[src/rtl/tslf_pkg.sv]
// Shared types and constants of the text stream line formatter.
// Used by the front end, the command queue, the back end and the top level.
`default_nettype none

package tslf_pkg;

    // Line numbers are kept as decimal digits; the counter stops at 999999.
    localparam int BCD_DIGITS = 6;
    localparam int DIGIT_CNT_W = 3;

    localparam logic [7:0] CH_NEWLINE = 8'h0A;
    localparam logic [7:0] CH_TAB     = 8'h09;
    localparam logic [7:0] CH_SPACE   = 8'h20;
    localparam logic [7:0] CH_DOLLAR  = 8'h24;
    localparam logic [7:0] CH_CARET   = 8'h5E;
    localparam logic [7:0] CH_LETTER_I = 8'h49;
    localparam logic [7:0] CH_ZERO    = 8'h30;
    localparam logic [7:0] CH_DELETE  = 8'h7F;
    localparam logic [7:0] CTRL_LAST  = 8'h1F;
    localparam logic [7:0] CARET_OFFSET = 8'h40;

    localparam int CFG_INDEX_W = 3;

    typedef enum logic [CFG_INDEX_W-1:0] {
        REG_SQUEEZE_BLANK    = 3'd0,
        REG_NUMBER_NONBLANK  = 3'd1,
        REG_NUMBER_ALL       = 3'd2,
        REG_SHOW_ENDS        = 3'd3,
        REG_SHOW_TABS        = 3'd4,
        REG_SHOW_NONPRINTING = 3'd5
    } cfg_index_t;

    typedef struct packed {
        logic squeeze_blank;
        logic number_nonblank;
        logic number_all;
        logic show_ends;
        logic show_tabs;
        logic show_nonprinting;
    } cfg_t;

    // One classified input byte, as the back end expands it.
    typedef struct packed {
        logic                       number;
        logic                       pad;
        logic                       dollar;
        logic                       caret;
        logic [7:0]                 char_byte;
        logic [4*BCD_DIGITS-1:0]    digits;
        logic [DIGIT_CNT_W-1:0]     digit_cnt;
    } cmd_t;

    typedef enum logic [2:0] {
        PH_NUM,
        PH_NUM_TAB,
        PH_PAD,
        PH_PAD_TAB,
        PH_DOLLAR,
        PH_CARET,
        PH_CHAR
    } phase_t;

endpackage

`default_nettype wire

[src/rtl/tslf_front.sv]
// Front end: configuration registers, line state and classification of each byte.
// Depends on tslf_pkg.
`default_nettype none

module tslf_front (
    input  wire                          aclk,
    input  wire                          aresetn,
    input  wire                          cfg_we,
    input  wire [tslf_pkg::CFG_INDEX_W-1:0] cfg_index,
    input  wire                          cfg_data,
    input  wire                          take,
    input  wire [7:0]                    in_byte,
    output logic                         push,
    output tslf_pkg::cmd_t               push_cmd
);
    import tslf_pkg::*;

    cfg_t cfg_reg, cfg_next;
    logic after_nl_reg, after_nl_next;
    logic blank_reg, blank_next;
    logic [4*BCD_DIGITS-1:0] count_reg, count_next;

    logic                    nl;
    logic                    squeezed;
    logic                    do_number;
    logic                    caret;
    logic [7:0]              ch;
    logic [DIGIT_CNT_W-1:0]  digit_cnt;
    logic                    all_nines;
    logic                    carry;
    logic [4*BCD_DIGITS-1:0] count_inc;

    always_comb begin
        cfg_next = cfg_reg;
        if (cfg_we) begin
            case (cfg_index)
                REG_SQUEEZE_BLANK:    cfg_next.squeeze_blank    = cfg_data;
                REG_NUMBER_NONBLANK:  cfg_next.number_nonblank  = cfg_data;
                REG_NUMBER_ALL:       cfg_next.number_all       = cfg_data;
                REG_SHOW_ENDS:        cfg_next.show_ends        = cfg_data;
                REG_SHOW_TABS:        cfg_next.show_tabs        = cfg_data;
                REG_SHOW_NONPRINTING: cfg_next.show_nonprinting = cfg_data;
                default:              cfg_next = cfg_reg;
            endcase
        end
    end

    always_comb begin
        digit_cnt = DIGIT_CNT_W'(1);
        all_nines = 1'b1;
        for (int k = 0; k < BCD_DIGITS; k++) begin
            if (k > 0 && count_reg[4*k +: 4] != 4'd0) begin
                digit_cnt = DIGIT_CNT_W'(k + 1);
            end
            if (count_reg[4*k +: 4] != 4'd9) begin
                all_nines = 1'b0;
            end
        end
        carry     = 1'b1;
        count_inc = count_reg;
        for (int k = 0; k < BCD_DIGITS; k++) begin
            if (carry) begin
                if (count_reg[4*k +: 4] == 4'd9) begin
                    count_inc[4*k +: 4] = 4'd0;
                end else begin
                    count_inc[4*k +: 4] = count_reg[4*k +: 4] + 4'd1;
                    carry = 1'b0;
                end
            end
        end
    end

    always_comb begin
        nl       = (in_byte == CH_NEWLINE);
        squeezed = cfg_reg.squeeze_blank && nl && after_nl_reg && blank_reg;

        if (cfg_reg.number_nonblank) begin
            do_number = after_nl_reg && !nl;
        end else begin
            do_number = cfg_reg.number_all && after_nl_reg;
        end

        ch    = in_byte;
        caret = 1'b0;
        if (cfg_reg.show_tabs && in_byte == CH_TAB) begin
            caret = 1'b1;
            ch    = CH_LETTER_I;
        end
        if (cfg_reg.show_nonprinting) begin
            if (ch <= CTRL_LAST && ch != CH_TAB && ch != CH_NEWLINE) begin
                caret = 1'b1;
                ch    = ch + CARET_OFFSET;
            end else if (ch == CH_DELETE) begin
                caret = 1'b1;
                ch    = ch - CARET_OFFSET;
            end
        end

        push_cmd.number    = do_number;
        push_cmd.pad       = cfg_reg.show_ends && nl && cfg_reg.number_nonblank
                             && after_nl_reg;
        push_cmd.dollar    = cfg_reg.show_ends && nl;
        push_cmd.caret     = caret;
        push_cmd.char_byte = ch;
        push_cmd.digits    = count_reg;
        push_cmd.digit_cnt = digit_cnt;

        push = take && !squeezed;

        after_nl_next = after_nl_reg;
        blank_next    = blank_reg;
        count_next    = count_reg;
        if (take) begin
            after_nl_next = nl;
            if (cfg_reg.squeeze_blank) begin
                blank_next = nl && after_nl_reg;
            end
            if (!squeezed && do_number && !all_nines) begin
                count_next = count_inc;
            end
        end
    end

    always_ff @(posedge aclk) begin
        if (!aresetn) begin
            cfg_reg      <= '0;
            after_nl_reg <= 1'b1;
            blank_reg    <= 1'b0;
            count_reg    <= (4*BCD_DIGITS)'(1);
        end else begin
            cfg_reg      <= cfg_next;
            after_nl_reg <= after_nl_next;
            blank_reg    <= blank_next;
            count_reg    <= count_next;
        end
    end

endmodule

`default_nettype wire

[src/rtl/tslf_queue.sv]
// Short first-word-fall-through queue of classified bytes between front and back end.
// Depends on tslf_pkg.
`default_nettype none

module tslf_queue #(
    parameter int DEPTH = 4
) (
    input  wire             aclk,
    input  wire             aresetn,
    input  wire             push,
    input  tslf_pkg::cmd_t  push_cmd,
    output logic            full,
    output logic            head_valid,
    output tslf_pkg::cmd_t  head,
    input  wire             pop
);
    import tslf_pkg::*;

    localparam int AddrW = (DEPTH > 1) ? $clog2(DEPTH) : 1;

    cmd_t             entries [DEPTH];
    logic [AddrW-1:0] wr_ptr_reg, wr_ptr_next;
    logic [AddrW-1:0] rd_ptr_reg, rd_ptr_next;
    logic [AddrW:0]   count_reg, count_next;

    function automatic logic [AddrW-1:0] bump(input logic [AddrW-1:0] p);
        if (p == AddrW'(DEPTH - 1)) begin
            return '0;
        end
        return p + AddrW'(1);
    endfunction

    always_comb begin
        full       = (count_reg == (AddrW+1)'(DEPTH));
        head_valid = (count_reg != '0);
        head       = entries[rd_ptr_reg];

        wr_ptr_next = push ? bump(wr_ptr_reg) : wr_ptr_reg;
        rd_ptr_next = pop  ? bump(rd_ptr_reg) : rd_ptr_reg;
        count_next  = count_reg;
        if (push && !pop) begin
            count_next = count_reg + (AddrW+1)'(1);
        end else if (pop && !push) begin
            count_next = count_reg - (AddrW+1)'(1);
        end
    end

    always_ff @(posedge aclk) begin
        if (push) begin
            entries[wr_ptr_reg] <= push_cmd;
        end
    end

    always_ff @(posedge aclk) begin
        if (!aresetn) begin
            wr_ptr_reg <= '0;
            rd_ptr_reg <= '0;
            count_reg  <= '0;
        end else begin
            wr_ptr_reg <= wr_ptr_next;
            rd_ptr_reg <= rd_ptr_next;
            count_reg  <= count_next;
        end
    end

`ifndef ASSERT_OFF
    a_no_push_full: assert property (@(posedge aclk) disable iff (!aresetn)
        full |-> !push)
        else $error("queue written while full");
    a_no_pop_empty: assert property (@(posedge aclk) disable iff (!aresetn)
        pop |-> head_valid)
        else $error("queue read while empty");
`endif

endmodule

`default_nettype wire

[src/rtl/tslf_back.sv]
// Back end: expands each classified byte into output bytes, one per cycle unless
// m_ready holds the output back, into a registered output stage. Depends on tslf_pkg.
`default_nettype none

module tslf_back #(
    parameter int NUMBER_WIDTH = 6
) (
    input  wire             aclk,
    input  wire             aresetn,
    input  wire             head_valid,
    input  tslf_pkg::cmd_t  head,
    output logic            pop,
    output logic            m_valid,
    input  wire             m_ready,
    output logic [7:0]      m_out_byte,
    output logic            m_last_of_run
);
    import tslf_pkg::*;

    localparam int FieldMax = (NUMBER_WIDTH > BCD_DIGITS) ? NUMBER_WIDTH : BCD_DIGITS;
    localparam int PosW     = $clog2(FieldMax);
    localparam logic [PosW-1:0] PadLast = PosW'(NUMBER_WIDTH - 1);

    logic             started_reg, started_next;
    phase_t           phase_reg, phase_next;
    logic [PosW-1:0]  pos_reg, pos_next;
    logic             m_valid_reg, m_valid_next;
    logic [7:0]       byte_reg, byte_next;
    logic             last_reg, last_next;

    phase_t           first_phase;
    phase_t           cur_phase;
    phase_t           after_dollar;
    phase_t           after_pad_tab;
    phase_t           after_num_tab;
    logic             advance;
    logic [PosW-1:0]  nd_ext;
    logic [PosW-1:0]  num_last;
    logic [PosW-1:0]  digit_idx;
    logic [3:0]       digit;
    logic [7:0]       emit_byte;

    always_comb begin
        after_dollar  = head.caret ? PH_CARET : PH_CHAR;
        after_pad_tab = head.dollar ? PH_DOLLAR : after_dollar;
        after_num_tab = head.pad ? PH_PAD : after_pad_tab;
        first_phase   = head.number ? PH_NUM : after_num_tab;
        cur_phase     = started_reg ? phase_reg : first_phase;

        // The field widens to fit the number when it has more digits than columns.
        nd_ext    = PosW'(head.digit_cnt);
        num_last  = (nd_ext > PadLast) ? nd_ext - PosW'(1) : PadLast;
        digit_idx = num_last - pos_reg;
        digit     = 4'd0;
        for (int k = 0; k < BCD_DIGITS; k++) begin
            if (digit_idx == PosW'(k)) begin
                digit = head.digits[4*k +: 4];
            end
        end

        advance = head_valid && (!m_valid_reg || m_ready);
        pop     = advance && (cur_phase == PH_CHAR);

        emit_byte  = head.char_byte;
        phase_next = phase_reg;
        pos_next   = pos_reg;
        case (cur_phase)
            PH_NUM: begin
                emit_byte = (digit_idx < nd_ext) ? (CH_ZERO + {4'd0, digit}) : CH_SPACE;
                if (pos_reg == num_last) begin
                    phase_next = PH_NUM_TAB;
                    pos_next   = '0;
                end else begin
                    phase_next = PH_NUM;
                    pos_next   = pos_reg + PosW'(1);
                end
            end
            PH_NUM_TAB: begin
                emit_byte  = CH_TAB;
                phase_next = after_num_tab;
            end
            PH_PAD: begin
                emit_byte = CH_SPACE;
                if (pos_reg == PadLast) begin
                    phase_next = PH_PAD_TAB;
                    pos_next   = '0;
                end else begin
                    phase_next = PH_PAD;
                    pos_next   = pos_reg + PosW'(1);
                end
            end
            PH_PAD_TAB: begin
                emit_byte  = CH_TAB;
                phase_next = after_pad_tab;
            end
            PH_DOLLAR: begin
                emit_byte  = CH_DOLLAR;
                phase_next = after_dollar;
            end
            PH_CARET: begin
                emit_byte  = CH_CARET;
                phase_next = PH_CHAR;
            end
            PH_CHAR: begin
                emit_byte  = head.char_byte;
                phase_next = PH_CHAR;
                pos_next   = '0;
            end
            default: begin
                emit_byte  = head.char_byte;
                phase_next = PH_CHAR;
                pos_next   = '0;
            end
        endcase

        started_next = started_reg;
        m_valid_next = m_valid_reg && !m_ready;
        byte_next    = byte_reg;
        last_next    = last_reg;
        if (advance) begin
            started_next = !pop;
            m_valid_next = 1'b1;
            byte_next    = emit_byte;
            last_next    = (cur_phase == PH_CHAR);
        end else begin
            phase_next = phase_reg;
            pos_next   = pos_reg;
        end
    end

    always_ff @(posedge aclk) begin
        if (!aresetn) begin
            started_reg <= 1'b0;
            phase_reg   <= PH_CHAR;
            pos_reg     <= '0;
            m_valid_reg <= 1'b0;
        end else begin
            started_reg <= started_next;
            phase_reg   <= phase_next;
            pos_reg     <= pos_next;
            m_valid_reg <= m_valid_next;
        end
    end

    always_ff @(posedge aclk) begin
        byte_reg <= byte_next;
        last_reg <= last_next;
    end

    assign m_valid       = m_valid_reg;
    assign m_out_byte    = byte_reg;
    assign m_last_of_run = last_reg;

`ifndef ASSERT_OFF
    a_pop_marks_last: assert property (@(posedge aclk) disable iff (!aresetn)
        pop |=> (m_valid && m_last_of_run))
        else $error("completed item did not end with a last transfer");
    a_started_has_head: assert property (@(posedge aclk) disable iff (!aresetn)
        started_reg |-> head_valid)
        else $error("expansion in progress without a queued item");
    a_pad_in_range: assert property (@(posedge aclk) disable iff (!aresetn)
        (started_reg && phase_reg == PH_PAD) |-> (pos_reg <= PadLast))
        else $error("padding position overran the field");
`endif

endmodule

`default_nettype wire

[src/rtl/text_stream_line_formatter_unit.sv]
// Top level of the text stream line formatter.
// Depends on tslf_pkg, tslf_front, tslf_queue and tslf_back.
`default_nettype none

// A byte-serial text filter with the usual cat display options: squeezing of
// repeated empty lines, line numbering, '$' at line ends, tabs as ^I and control
// bytes in caret form. The front end takes one input byte per cycle whenever the
// queue of QUEUE_DEPTH classified bytes has room; the back end then emits one
// output byte per cycle unless m_ready holds it back. An input byte produces one
// output byte for plain text, two for a caret pair, and up to NUMBER_WIDTH + 3
// (or digit count + 3 where the number is wider) for a numbered or padded line
// start. A squeezed newline is taken but produces nothing. Output bytes sit in a
// register, so the front end keeps taking input while a result waits for m_ready.
// Configuration must be written while the block is idle.
module text_stream_line_formatter_unit #(
    parameter int NUMBER_WIDTH = 6,
    parameter int QUEUE_DEPTH  = 4
) (
    input  wire                             aclk,
    input  wire                             aresetn,
    input  wire                             cfg_we,
    input  wire [tslf_pkg::CFG_INDEX_W-1:0] cfg_index,
    input  wire                             cfg_data,
    input  wire                             s_valid,
    output logic                            s_ready,
    input  wire [7:0]                       s_in_byte,
    output logic                            m_valid,
    input  wire                             m_ready,
    output logic [7:0]                      m_out_byte,
    output logic                            m_last_of_run
);
    import tslf_pkg::*;

    logic  q_full;
    logic  take;
    logic  push;
    cmd_t  push_cmd;
    logic  head_valid;
    cmd_t  head;
    logic  pop;

    assign s_ready = !q_full;
    assign take    = s_valid && !q_full;

    tslf_front u_front (
        .aclk      (aclk),
        .aresetn   (aresetn),
        .cfg_we    (cfg_we),
        .cfg_index (cfg_index),
        .cfg_data  (cfg_data),
        .take      (take),
        .in_byte   (s_in_byte),
        .push      (push),
        .push_cmd  (push_cmd)
    );

    tslf_queue #(
        .DEPTH (QUEUE_DEPTH)
    ) u_queue (
        .aclk       (aclk),
        .aresetn    (aresetn),
        .push       (push),
        .push_cmd   (push_cmd),
        .full       (q_full),
        .head_valid (head_valid),
        .head       (head),
        .pop        (pop)
    );

    tslf_back #(
        .NUMBER_WIDTH (NUMBER_WIDTH)
    ) u_back (
        .aclk          (aclk),
        .aresetn       (aresetn),
        .head_valid    (head_valid),
        .head          (head),
        .pop           (pop),
        .m_valid       (m_valid),
        .m_ready       (m_ready),
        .m_out_byte    (m_out_byte),
        .m_last_of_run (m_last_of_run)
    );

endmodule

`default_nettype wire
[config.mk]
export PLATFORM = sky130hd
export DESIGN_NAME = text_stream_line_formatter_unit
export DESIGN_NICKNAME = d
export VERILOG_FILES = /design/src/rtl/tslf_pkg.sv /design/src/rtl/tslf_front.sv /design/src/rtl/tslf_queue.sv /design/src/rtl/tslf_back.sv /design/src/rtl/text_stream_line_formatter_unit.sv
export SDC_FILE = /design/constraint.sdc
export NUM_CORES = 1
export LEC_CHECK = 0
export ABC_AREA = 0
export BUFFER_PORTS_ARGS = -buffer_cell sky130_fd_sc_hd__buf_2
export CAP_MARGIN = 15
export CORE_AREA = 2 2 133 135
export DETAILED_ROUTE_END_ITERATION = 6
export DIE_AREA = 0 0 135 137
export PLACE_DENSITY = 0.77
export SLEW_MARGIN = 10
export SYNTH_ARGS = -nofsm -noshare
export SYNTH_HDL_FRONTEND = slang
export SYNTH_SLANG_ARGS = --single-unit
[constraint.sdc]
create_clock -name aclk -period 5.35 [get_ports aclk]
set_input_delay 0.8025 -clock aclk [delete_from_list [all_inputs] [get_ports aclk]]
set_output_delay 0.8025 -clock aclk [all_outputs]
set_load 0.03 [all_outputs]
=== Yosys cells after proc, flatten, opt, wreduce, memory -nomap -nowiden ===
Memories as Yosys holds them, arrays and structs flattened. A register that Yosys moved wholly into a read port is not among the register bits.
Cells that the tools add are included.

* Bits in writable memories: 156
* ROM bits: 0
* Logic and storage cells: 206
* Bits in latches: 0
* Memories kept: 1
* Output and inout port bits: 11
* Flip-flop bits (word level): 56

* Shifts and indexed selects: 0
* Multiply operators: 0
* Bitwise operators: 1
* Add/sub/neg operators: 16
* Mux-type cells: 68
* Equal/unequal tests: 38
* Div/mod/pow operators: 0
* $lt $le $gt $ge: 3
* Reductions and logical operators: 56

{| class="wikitable"
|+ Memory list
! name !! words !! width !! read ports !! clocked after Yosys merged registers in !! write ports !! line !! source
|-
| u_queue.entries || 4 || 39 || 1 || 1 || 1 || tslf_queue.sv:21 || <nowiki>cmd_t entries [DEPTH];</nowiki>
|}

{| class="wikitable"
|+ Operators by type and width
! cell !! number
|-
| $mux 4 || 12
|-
| $mux 8 || 5
|-
| $pmux 8 s5 || 1
|-
| $mux 3 || 12
|-
| $eq 3x3->1 const B || 9
|-
| $mux 1 || 27
|-
| $add 4x1->4 const B || 6
|-
| $eq 4x4->1 const B || 6
|-
| $ne 4x4->1 const B || 6
|-
| $logic_and 1x1->1 || 21
|-
| $reduce_bool 4->1 || 5
|-
| $eq 3x2->1 const B || 6
|-
| $mux 2 || 9
|-
| $reduce_and 2->1 || 9
|-
| $eq 8x4->1 const B || 2
|-
| $ne 8x4->1 const B || 2
|-
| $pmux 3 s5 || 1
|-
| $reduce_and 3->1 || 5
|-
| $eq 3x1->1 const B || 3
|-
| $logic_not 3->1 || 3
|-
| $pmux 3 s3 || 1
|-
| $add 8x7->8 const B || 1
|-
| $eq 8x7->1 const B || 1
|-
| $le 8x5->1 const B || 1
|-
| other kinds (17) || 28
|}

=== Depth between registers and ports, before layout ===
Gate-level depths: netlist of run 1.

* Word-level depth: 13
* Depth in mapped cells: 15

=== Cells and area by module ===
From an unflattened synthesis of run 1, not the netlist that was laid out.

* Cells, all modules: 651
* Area, all modules: 9,665.5 um2

{| class="wikitable"
|+ Modules (own cells, without submodules)
! module !! area an instance (um2) !! seq. area each (um2) !! cells an instance !! times used
|-
| tslf_queue || 6,077.1 || 4,864.7 || 247 || 1
|-
| tslf_front || 2,132.0 || 640.6 || 256 || 1
|-
| tslf_back || 1,446.4 || 430.4 || 146 || 1
|-
| text_stream_line_formatter_unit || 10.0 || 0.0 || 2 || 1
|}

=== Least setup slack after synthesis of run 1 ===
OpenSTA, ideal clock, no wires.

* Path kind: reg-to-reg
* From: reg with a tool-made name
* To: reg u_back.byte_reg[3] (netlist: u_back.m_out_byte[3]), data pin
* Slack: 1,309 ps
* Path buffers: 3
* Library setup time: 256 ps
* Period minus slack after synthesis: 4,041 ps
* Cell stages (with the launch flop): 13
* Data arrival time: 3,785 ps
* Cells stage by stage: dfxtp_1 -> buf_6 -> buf_2 -> buf_2 -> mux4_2 -> and3_1 -> ha_1 -> fa_1 -> xor2_1 -> mux4_2 -> a22oi_1 -> nor2_1 -> o22a_1

{| class="wikitable"
|+ RTL lines
! what !! line !! source
|-
| to (signal assigned) || tslf_back.sv:146 || <nowiki>byte_reg <= byte_next;</nowiki>
|-
| to (decl) || tslf_back.sv:28 || <nowiki>logic [7:0] byte_reg, byte_next;</nowiki>
|}

==> results.yml, run 1 <==
global_route:
  first_global_vias: 5627
  grt_pass1_wl_um: 30200
  overflow: 0
  track_usage_pct: 21.3
  grt_max_degree: 40
  antenna_found_initial: 1
worst_hold_path:
  hold_class: "flip-flop to flip-flop"
pwr:
  ir_worst_vdd_uv: 253
  power.density_nw_per_um2: 474
  p_leak_nw: 3.54
timing:
  relSlewSlack_pct: 27.6
  post-route-period-util_pct: 72.7
  worst_slew_pin_slew_ns: 1.09
  slew_violations: 0
  hold_viol_final: 0
  rsz0062_at_grt: "false"
  fmax_mhz: 257
  clock_skew_ns: 0.00743
  finalSetupViolCount: 0
  period_minus_slack_ns: 3.89
  finalSetupTns_ns: 0
cts:
  clkTransAtPathRegs_ns: 0.06
  cts-root-buf: "clkbuf_16"
  clkLatencyLatePin_ns: 0.49
  cts_made_buffers: 23
  cts_resized: 0
  cts.hold.buffers_added: 0
  cts.sinks: 214
  cts_buffer_depth: 3
  htreeDepth: 1
  tritoncts: "yes"
  cts_setup_buffers: 0
flow_run:
  drv_cap: 0
drt:
  dr.pass1.iters: 5
  via_per_inst: 6.13
  vias: 5581
  drc: 0
  ant_nets: 0
  drt_iter0_drc: 453
  routedWlPerCell_um: 21.3
  wl_um: 19400
logic_synthesis:
  synth_top_area_cell: "edfxtp_1"
  synthCells: 640
  synth_cell_types: 65
  yosysWarnings: 0
  yosys-top-cells-area: "edfxtp_1 (53%), dfxtp_1 (11%), mux4_2 (9.5%)"
  synth_area_um2: 9290
  synth_seq_area_share_pct: 63.9
  synthArstFlopShare_pct: 0
  synth_edf_count: 165
  synth_area_per_cell_um2: 14.5
  ys.flop_type: "edfxtp_1"
  synth_top_area_share_pct: 53.4
  synth-seq-cells: 214
  synth_fp_nets: 674
final_layout:
  design_area_um2: 10400
  largest_reg_flops: 156
  drive_gt1_share_pct: 17.5
  nets: 702
  fillers: 1262
  seqCellArea_um2: 5940
  synthToLayoutAreaGrowth_pct: 11.8
  multiInputGateArea_um2: 3110
die:
  num_rows: 48
  core_area_um2: 17100
  die_y_um: 137
  die_w_um: 135
  die-area_um2: 18500
  start_util_pct: 54.4
  ioPinCount: 28
placed_design:
  hpwl_um: 12500
  place_area_um2: 9610
  finalWeightedCongestion: 0.824
  port_buffers: 27
setup_path:
  path_class: "flip-flop to flip-flop"
  crit_fanout: 14
  endpoint_kind: "flip-flop"
  cp-start-kind: "flip-flop"
  critPathRequiredTime_ns: 5.78
  rrSetupSlack_ns: 1.46
  cp.arrival_ns: 4.32
outcome:
  status: "completed"
-- per-stage QoR --
| stage | hold slack, ns | std cells | total power, mW | setup WS [ns] | utilization (%) |
|---|---|---|---|---|---|
| after floorplan | 0.445 | 640 | 3.01 | 1.31 | - |
| after global placement | 0.453 | 868 | 3.31 | 1.59 | 56.3 |
| after detailed placement | 0.463 | 868 | 3.35 | 1.47 | 56.3 |
| after CTS | 0.480 | 909 | 4.95 | 1.43 | 60.9 |
| after global routing | 0.513 | 909 | 5.12 | 1.25 | 60.9 |
| final | 0.481 | 910 | 4.92 | 1.46 | 60.9 |
-- path summary, 6_finish.rpt --
check	to	depth (start not counted)	from
setup reg to reg	u_queue.count_reg[2]$_SDFFE_PN0P_	11	flip-flop
setup / recovery	u_queue.count_reg[2]$_SDFFE_PN0P_	11	flip-flop
hold reg to reg	u_back.m_valid$_SDFF_PN0_	2	u_back.m_valid$_SDFF_PN0_
hold / removal	u_back.m_valid$_SDFF_PN0_	2	u_back.m_valid$_SDFF_PN0_
-- Yosys cell counts, types with 6 or more instances --
library cell and instances:
a21oi_1 30, nand3_1 19, and3_1 9, nand2b_1 8, nand2_1 35, mux2i_1 17, mux4_2 39, and2_1 6
o21ai_0 13, nor3_1 8, clkbuf_1 19, ha_1 15, a211o_1 6, nor2_1 49, dfxtp_1 49, edfxtp_1 165
buf_2 7, or3_1 6, nor2b_1 12, nor4_1 10, inv_1 31
-- cells by family (layout without fill, tap and decap cells) --
logic type | Yosys count | in the layout | synth area share, %
xor+xnor | 9 | 9 | 0.849
fa+ha+maj | 17 | 17 | 2.45
flops | 214 | 214 | 63.9
mux | 64 | 64 | 13.1
simple gates | 185 | 185 | 10.4
compound gates | 91 | 91 | 6.67
other cells | 0 | 1 | 0
buf+inv | 60 | 104 | 2.68
-- worst max-delay path, stage by stage, from the launching register on --
cell,delay [ns]
dfxtp_2,0.63
buf_4,0.36
mux4_1,0.63
o21bai_2,0.26
a22oi_4,0.26
or4_1,0.33
ha_1,0.25
inv_1,0.07
fa_1,0.38
xor2_1,0.18
or3_1,0.31
a21oi_1,0.14
-- cell usage in the layout (no fill, tap or decap), drive strengths merged, types with 3 or more instances in the layout --
| cell type | n |
|---|---|
| nor3 | 8 |
| mux2 | 3 |
| or3 | 6 |
| o211ai | 4 |
| nor3b | 4 |
| bufinv | 3 |
| mux2i | 17 |
| dfxtp | 49 |
| or4 | 3 |
| o22a | 3 |
| a21boi | 4 |
| clkbuf | 30 |
| a211o | 6 |
| nor4 | 10 |
| clkinv | 6 |
| nor2b | 12 |
| nand3 | 19 |
| a22oi | 3 |
| xor2 | 4 |
| and3 | 10 |
| o21ai | 14 |
| xnor2 | 5 |
| buf | 31 |
| and2 | 6 |
| inv | 33 |
| edfxtp | 165 |
| nand4 | 5 |
| a21oi | 30 |
| nand2b | 8 |
| and4 | 3 |
| ha | 15 |
| nand2 | 35 |
| nor2 | 50 |
| o32ai | 3 |
| mux4 | 44 |
-- where the power goes --
part | leakage [nW] | total [mW] | switching [mW] | internal (mW)
Clock | 0.378 | 1.60 | 0.619 | 0.980
Sequential | 1.87 | 2.12 | 0.114 | 2.00
Combinational | 1.30 | 1.21 | 0.705 | 0.504
-- layer usage --
layer / vias to the layer above / routed length [um] / track usage (%)
li1: 2529 / - / -
met1: 2770 / 7740 / 27.5
met2: 243 / 9530 / 36.0
met3: 39 / 1570 / 4.33
met4: 0 / 533 / 7.64
met5: - / 0 / 0
-- layout make-up --
cell class	count	area share (%)
antenna	1	0.0241
inverter	32	1.16
timing repair buffer	31	1.59
multi-input combinational	366	29.9
clock buffer	30	6.08
sequential	214	57.2
clock inverter	11	1.35
tap	225	2.71
(Power assumes the default switching activity.)
==> run 2: changes to the inputs <==
clock period = 4.1 ns   (was 5.35 ns; I/O delays follow)
==> results.yml, run 2 (synthesized netlist as in run 1, its figures left out) <==
die:
  die-area_um2: 18500
  num_rows: 48
  die_w_um: 135
  die_y_um: 137
  ioPinCount: 28
  core_area_um2: 17100
  start_util_pct: 54.4
pwr:
  p_clk_share_pct: 31.5
  p_int_mw: 4.50
  p_leak_nw: 3.53
  ir_worst_vdd_uv: 278
  power.density_nw_per_um2: 611
  power_frac_comb_pct: 25.2
  switching_share_pct: 28.9
  p_sw_mw: 1.83
  power.share.sequential_pct: 43.4
placed_design:
  pre_cts_ws_ns: 0.479
  dp_cells: 872
  finalWeightedCongestion: 0.891
  port_buffers: 27
  hpwl_um: 12200
setup_path:
  critPathMaxStageDelay_ns: 0.58
  cp_common_cell: "mux4_2"
  path_class: "flip-flop to flip-flop"
  crit_chain: "mux4_2 -> and3_1 -> ha_1 -> fa_1 -> xor2_1 -> mux4_2 -> a22oi_1 -> nor2_1 -> o22a_1"
  cp-start-kind: "flip-flop"
  crit_fanout: 10
  critPathRequiredTime_ns: 4.34
  cpMaxStageDelayCell: "mux4_2"
  cp.arrival_ns: 3.86
  endpoint_kind: "flip-flop"
timing:
  finalSetupViolCount: 0
  worst_slew_pin_slew_ns: 1.12
  hold_viol_final: 0
  fmax_mhz: 277
  slew_violations: 0
  layout_setup_ws_ns: 0.484
  clock_skew_ns: 0.0165
  rsz0062_at_grt: "false"
  finalSetupTns_ns: 0
  relSlewSlack_pct: 25.3
  post-route-period-util_pct: 88.2
  period_minus_slack_ns: 3.62
cts:
  cts_buffer_depth: 3
  tritoncts: "yes"
  cts_made_buffers: 21
  clkTransAtPathRegs_ns: 0.06
  cts_resized: 0
  cts.sinks: 214
  cts-root-buf: "clkbuf_16"
  cts.hold.buffers_added: 0
  htreeDepth: 1
  cts_setup_buffers: 0
  clkLatencyLatePin_ns: 0.49
final_layout:
  largest_reg_flops: 156
  synthToLayoutAreaGrowth_pct: 11.5
  n_antenna_cell: 0
  fillers: 1243
  fin_cells: 908
  nets: 704
  mostFrequentLayoutCells: "edfxtp_1 (165), nor2_1 (49), dfxtp_1 (48)"
  drive_gt1_share_pct: 17.9
  final_common_cell: "edfxtp_1"
flow_run:
  drv_cap: 0
global_route:
  grt_pass1_wl_um: 29900
  grt_max_degree: 40
  track_usage_pct: 21.2
  antenna_found_initial: 0
  first_global_vias: 5569
  overflow: 0
drt:
  ant_nets: 0
  routedWlPerCell_um: 20.9
  wl_um: 19000
  drt_iter0_drc: 623
  vias: 5562
  via_per_inst: 6.13
  drc: 0
  dr.pass1.iters: 5
outcome:
  status: "completed"
worst_hold_path:
  hold_class: "primary input to flip-flop"
run 2: layer usage:
metal / GRT usage, % / part of all wire (%) / vias up
met5: 0 / 0 / -
met4: 8.33 / 2.9 / 0
met3: 3.15 / 6.9 / 36
met2: 35.2 / 49 / 222
met1: 28.4 / 41 / 2790
li1: - / - / 2514
run 2: critical path, delay by kind of cell (launching register included):
family / cells / cell delay, ns
DFF: 1 / 0.50
and+or+nand+nor: 2 / 0.27
adders and majority gates: 2 / 0.56
AOI/OAI and AO/OA: 2 / 0.41
xor gates and xnor gates: 1 / 0.47
muxes: 2 / 1.14
run 2: final timing paths:
check,startpoint,to,slack [ns],cells after the start
worst max-delay path,flip-flop,u_back.m_out_byte[3]$_DFFE_PP_,0.48,9
worst max register to register,flip-flop,u_back.m_out_byte[3]$_DFFE_PP_,0.48,9
worst min-delay path,s_in_byte[4],u_queue.entries[3][31]$_DFFE_PP_,0.38,1
worst min register to register,u_back.m_valid$_SDFF_PN0_,u_back.m_valid$_SDFF_PN0_,0.49,2
run 2: layout make-up:
cell class              count  area (um^2)  area share [%]
clock buffers              25          551            5.32
clock inverters            11          164            1.58
inverters                  32          120            1.16
multi-input cells         366         3110            30.0
flip-flops and latches    214         5940            57.3
well taps                 225          282            2.72
repair buffers             35          195            1.88
run 2: per-stage QoR:
stage	power [mW]	cell area, um^2	hold WS (ns)	utilization, %
2_1_floorplan	3.93	9290	0.445	-
3_3_place_gp	4.33	9640	0.454	56.5
3_5_place_dp	4.37	9640	0.466	56.5
4_1_cts	6.35	10400	0.367	60.7
5_1_grt	6.59	10400	0.396	60.7
6_report	6.33	10400	0.384	60.7
run 2: power groups by stage:
stage          clock network (mW)  registers, mW  logic (mW)
2_1_floorplan                   0           2.84        1.09
3_3_place_gp                    0           2.77        1.55
3_5_place_dp                    0           2.79        1.58
4_1_cts                      2.00           2.75        1.60
5_1_grt                      2.09           2.77        1.73
6_report                     1.99           2.74        1.59
==> run 3: changes to the inputs <==
BUFFER_PORTS_ARGS = unset   (was -buffer_cell sky130_fd_sc_hd__buf_2)
CORE_AREA = 2 2 136 138   (was 2 2 133 135)
DIE_AREA = 0 0 138 140   (was 0 0 135 137)
DONT_BUFFER_PORTS = 1   (was unset)
PLACE_DENSITY = 0.76   (was 0.77)
SYNTH_HIERARCHICAL = 1   (was unset)
clock period = 4.27 ns   (was 4.1 ns; I/O delays follow)
==> results.yml, run 3 <==
global_route:
  antenna_found_initial: 0
  grt_max_degree: 62
  grt_pass1_wl_um: 30600
  overflow: 0
  first_global_vias: 5591
  track_usage_pct: 20.0
setup_path:
  rr_worst_depth: 12
  critPathRequiredTime_ns: 4.62
  cp-start-kind: "flip-flop"
  endpoint_kind: "flip-flop"
  cpMaxStageDelayCell: "mux4_2"
  rrSetupSlack_ns: 0.19
  cp_common_cell: "ha_1"
  worst-path-buf-inv: 1
  crit_end: "u_back/m_out_byte[2]$_DFFE_PP_"
  cp.depth: 12
  critPathMaxStageDelay_ns: 0.52
  path_class: "flip-flop to flip-flop"
  crit_family: "adder cells"
  crit_fanout: 7
  crit_chain: "mux4_2 -> inv_1 -> ha_1 -> or3_2 -> fa_1 -> xnor2_1 -> xnor2_4 -> ha_1 -> o21ai_0 -> nand4b_1 -> a211o_2 -> o22ai_1"
  cp.arrival_ns: 4.43
  r2r-end: "u_back/m_out_byte[2]$_DFFE_PP_"
cts:
  clkLatencyLatePin_ns: 0.50
  cts_resized: 0
  cts-root-buf: "clkbuf_16"
  cts.hold.buffers_added: 0
  tritoncts: "yes"
  cts_buffer_depth: 3
  cts_setup_buffers: 0
  clkTransAtPathRegs_ns: 0.06
  cts_made_buffers: 22
  cts.sinks: 214
  htreeDepth: 1
drt:
  drt_iter0_drc: 396
  dr.pass1.iters: 5
  wl_um: 19000
  routedWlPerCell_um: 21.1
  vias: 5421
  drc: 0
  via_per_inst: 6.03
  ant_nets: 0
logic_synthesis:
  synth_adder_area_share_pct: 2.61
  ys_top_cells_by_count: "edfxtp_1 (165), dfxtp_1 (49), mux4_2 (42), nand2_1 (41), mux2i_1 (37)"
  synthArstFlopShare_pct: 0
  synth_top_family_by_area: "simple AND/OR/NAND/NOR gates"
  synthCells: 651
  synth-seq-cells: 214
  synth_area_per_cell_um2: 14.8
  synth_seq_area_share_pct: 61.4
  synth_top_area_share_pct: 51.3
  synth_fp_nets: 687
  synth-xor-area-share_pct: 0.919
  yosysMostFrequentCell: "edfxtp_1"
  yosysWarnings: 6
  synth_top_area_cell: "edfxtp_1"
  synth-simple-area-share_pct: 13.7
  synth_edf_count: 165
  synth_compound_area_share_pct: 5.14
  yosys-top-cells-area: "edfxtp_1 (51%), dfxtp_1 (10%), mux4_2 (9.8%)"
  synth_cell_types: 76
  synth_area_um2: 9670
  synth_mux_area_share_pct: 13.6
  ys.flop_type: "edfxtp_1"
timing:
  hold-worst-slack_ns: 0.209
  clock_skew_ns: 0.00667
  fmax_mhz: 245
  post-route-period-util_pct: 95.5
  worst_slew_pin_slew_ns: 1.10
  finalSetupTns_ns: 0
  finalSetupViolCount: 0
  rsz0062_at_grt: "false"
  hold_viol_final: 0
  relSlewSlack_pct: 26.9
  period_minus_slack_ns: 4.08
  slew_violations: 0
die:
  start_util_pct: 54.4
  num_rows: 49
  die_y_um: 140
  core_area_um2: 17800
  die_w_um: 138
  ioPinCount: 28
  die-area_um2: 19300
placed_design:
  hpwl_um: 11600
  finalWeightedCongestion: 0.834
  port_buffers: 0
final_layout:
  mostFrequentLayoutCells: "edfxtp_1 (165), dfxtp_1 (48), mux4_2 (42)"
  nets: 690
  synthToLayoutAreaGrowth_pct: 10.5
  largest_reg_flops: 156
  n_antenna_cell: 0
  drive_gt1_share_pct: 17.5
  final_common_cell: "edfxtp_1"
flow_run:
  drv_cap: 0
pwr:
  ir_worst_vdd_uv: 488
  power.density_nw_per_um2: 576
  p_leak_nw: 3.69
outcome:
  status: "completed"
worst_hold_path:
  hold_class: "primary input to flip-flop"
## run 3: changes by cell type in the layout (fill, tap and decap cells not counted), sizes merged, moves of 7 or more
cell,previous run,this run
inv,31,22
a21boi,4,14
nand2,35,42
nor2,50,32
nand2b,8,15
nor2b,12,29
mux2i,17,37
a21oi,30,14
nand3,19,10
buf,35,8
## run 3: worst min-delay path by stage
stage	from	to	cells past startpoint
floorplan	u_front/blank_reg$_SDFFE_PN0P_	u_front/blank_reg$_SDFFE_PN0P_	2
global placement	u_front/blank_reg$_SDFFE_PN0P_	u_front/blank_reg$_SDFFE_PN0P_	2
detailed placement	u_front/blank_reg$_SDFFE_PN0P_	u_front/blank_reg$_SDFFE_PN0P_	2
CTS	aresetn	u_front/after_nl_reg$_SDFFE_PN1P_	1
global route	aresetn	u_front/after_nl_reg$_SDFFE_PN1P_	1
finish	aresetn	u_front/after_nl_reg$_SDFFE_PN1P_	1
## run 3: cells by family after synthesis
logic type / after synthesis
flip-flops: 214
XOR/XNOR: 8
multiplexers: 79
AND/OR/NAND/NOR: 212
adder cells (fa/ha/maj): 19
AO/OA/AOI/OAI: 68
buffers and inverters: 51
## run 3: area by class of cell
type	count	area [um^2]
Multi-Input combinational cell	386	3480
Fill cell	1307	7100
Clock inverter	12	213
Timing Repair Buffer	8	60.1
Inverter	22	82.6
Clock buffer	28	626
Tap cell	229	287
Sequential cell	214	5940
## run 3: per-stage QoR
stage	power, mW	setup WS [ns]	util, %	cells	cell area (um^2)
3_3_place_gp	3.93	0.418	55.4	859	9850
3_5_place_dp	3.99	0.272	55.4	859	9850
4_1_cts	6.18	0.154	60.1	899	10700
2_1_floorplan	3.69	0.299	-	651	9670
5_1_grt	6.39	0.0102	60.1	899	10700
6_report	6.15	0.192	60.1	899	10700
## run 3: where the power goes
| group | leakage (nW) | internal (mW) | switching, mW |
|---|---|---|---|
| registers | 1.91 | 2.51 | 0.209 |
| logic | 1.36 | 0.545 | 0.710 |
| clock network | 0.413 | 1.40 | 0.781 |
| total | 3.69 | 4.45 | 1.70 |
## run 3: layer usage
metal	global-route usage [%]	vias to the layer above	routed length, um
li1	-	2492	-
met1	26.7	2758	8030
met2	33.8	139	9410
met3	3.90	32	1060
met4	6.02	0	476
met5	0	-	0
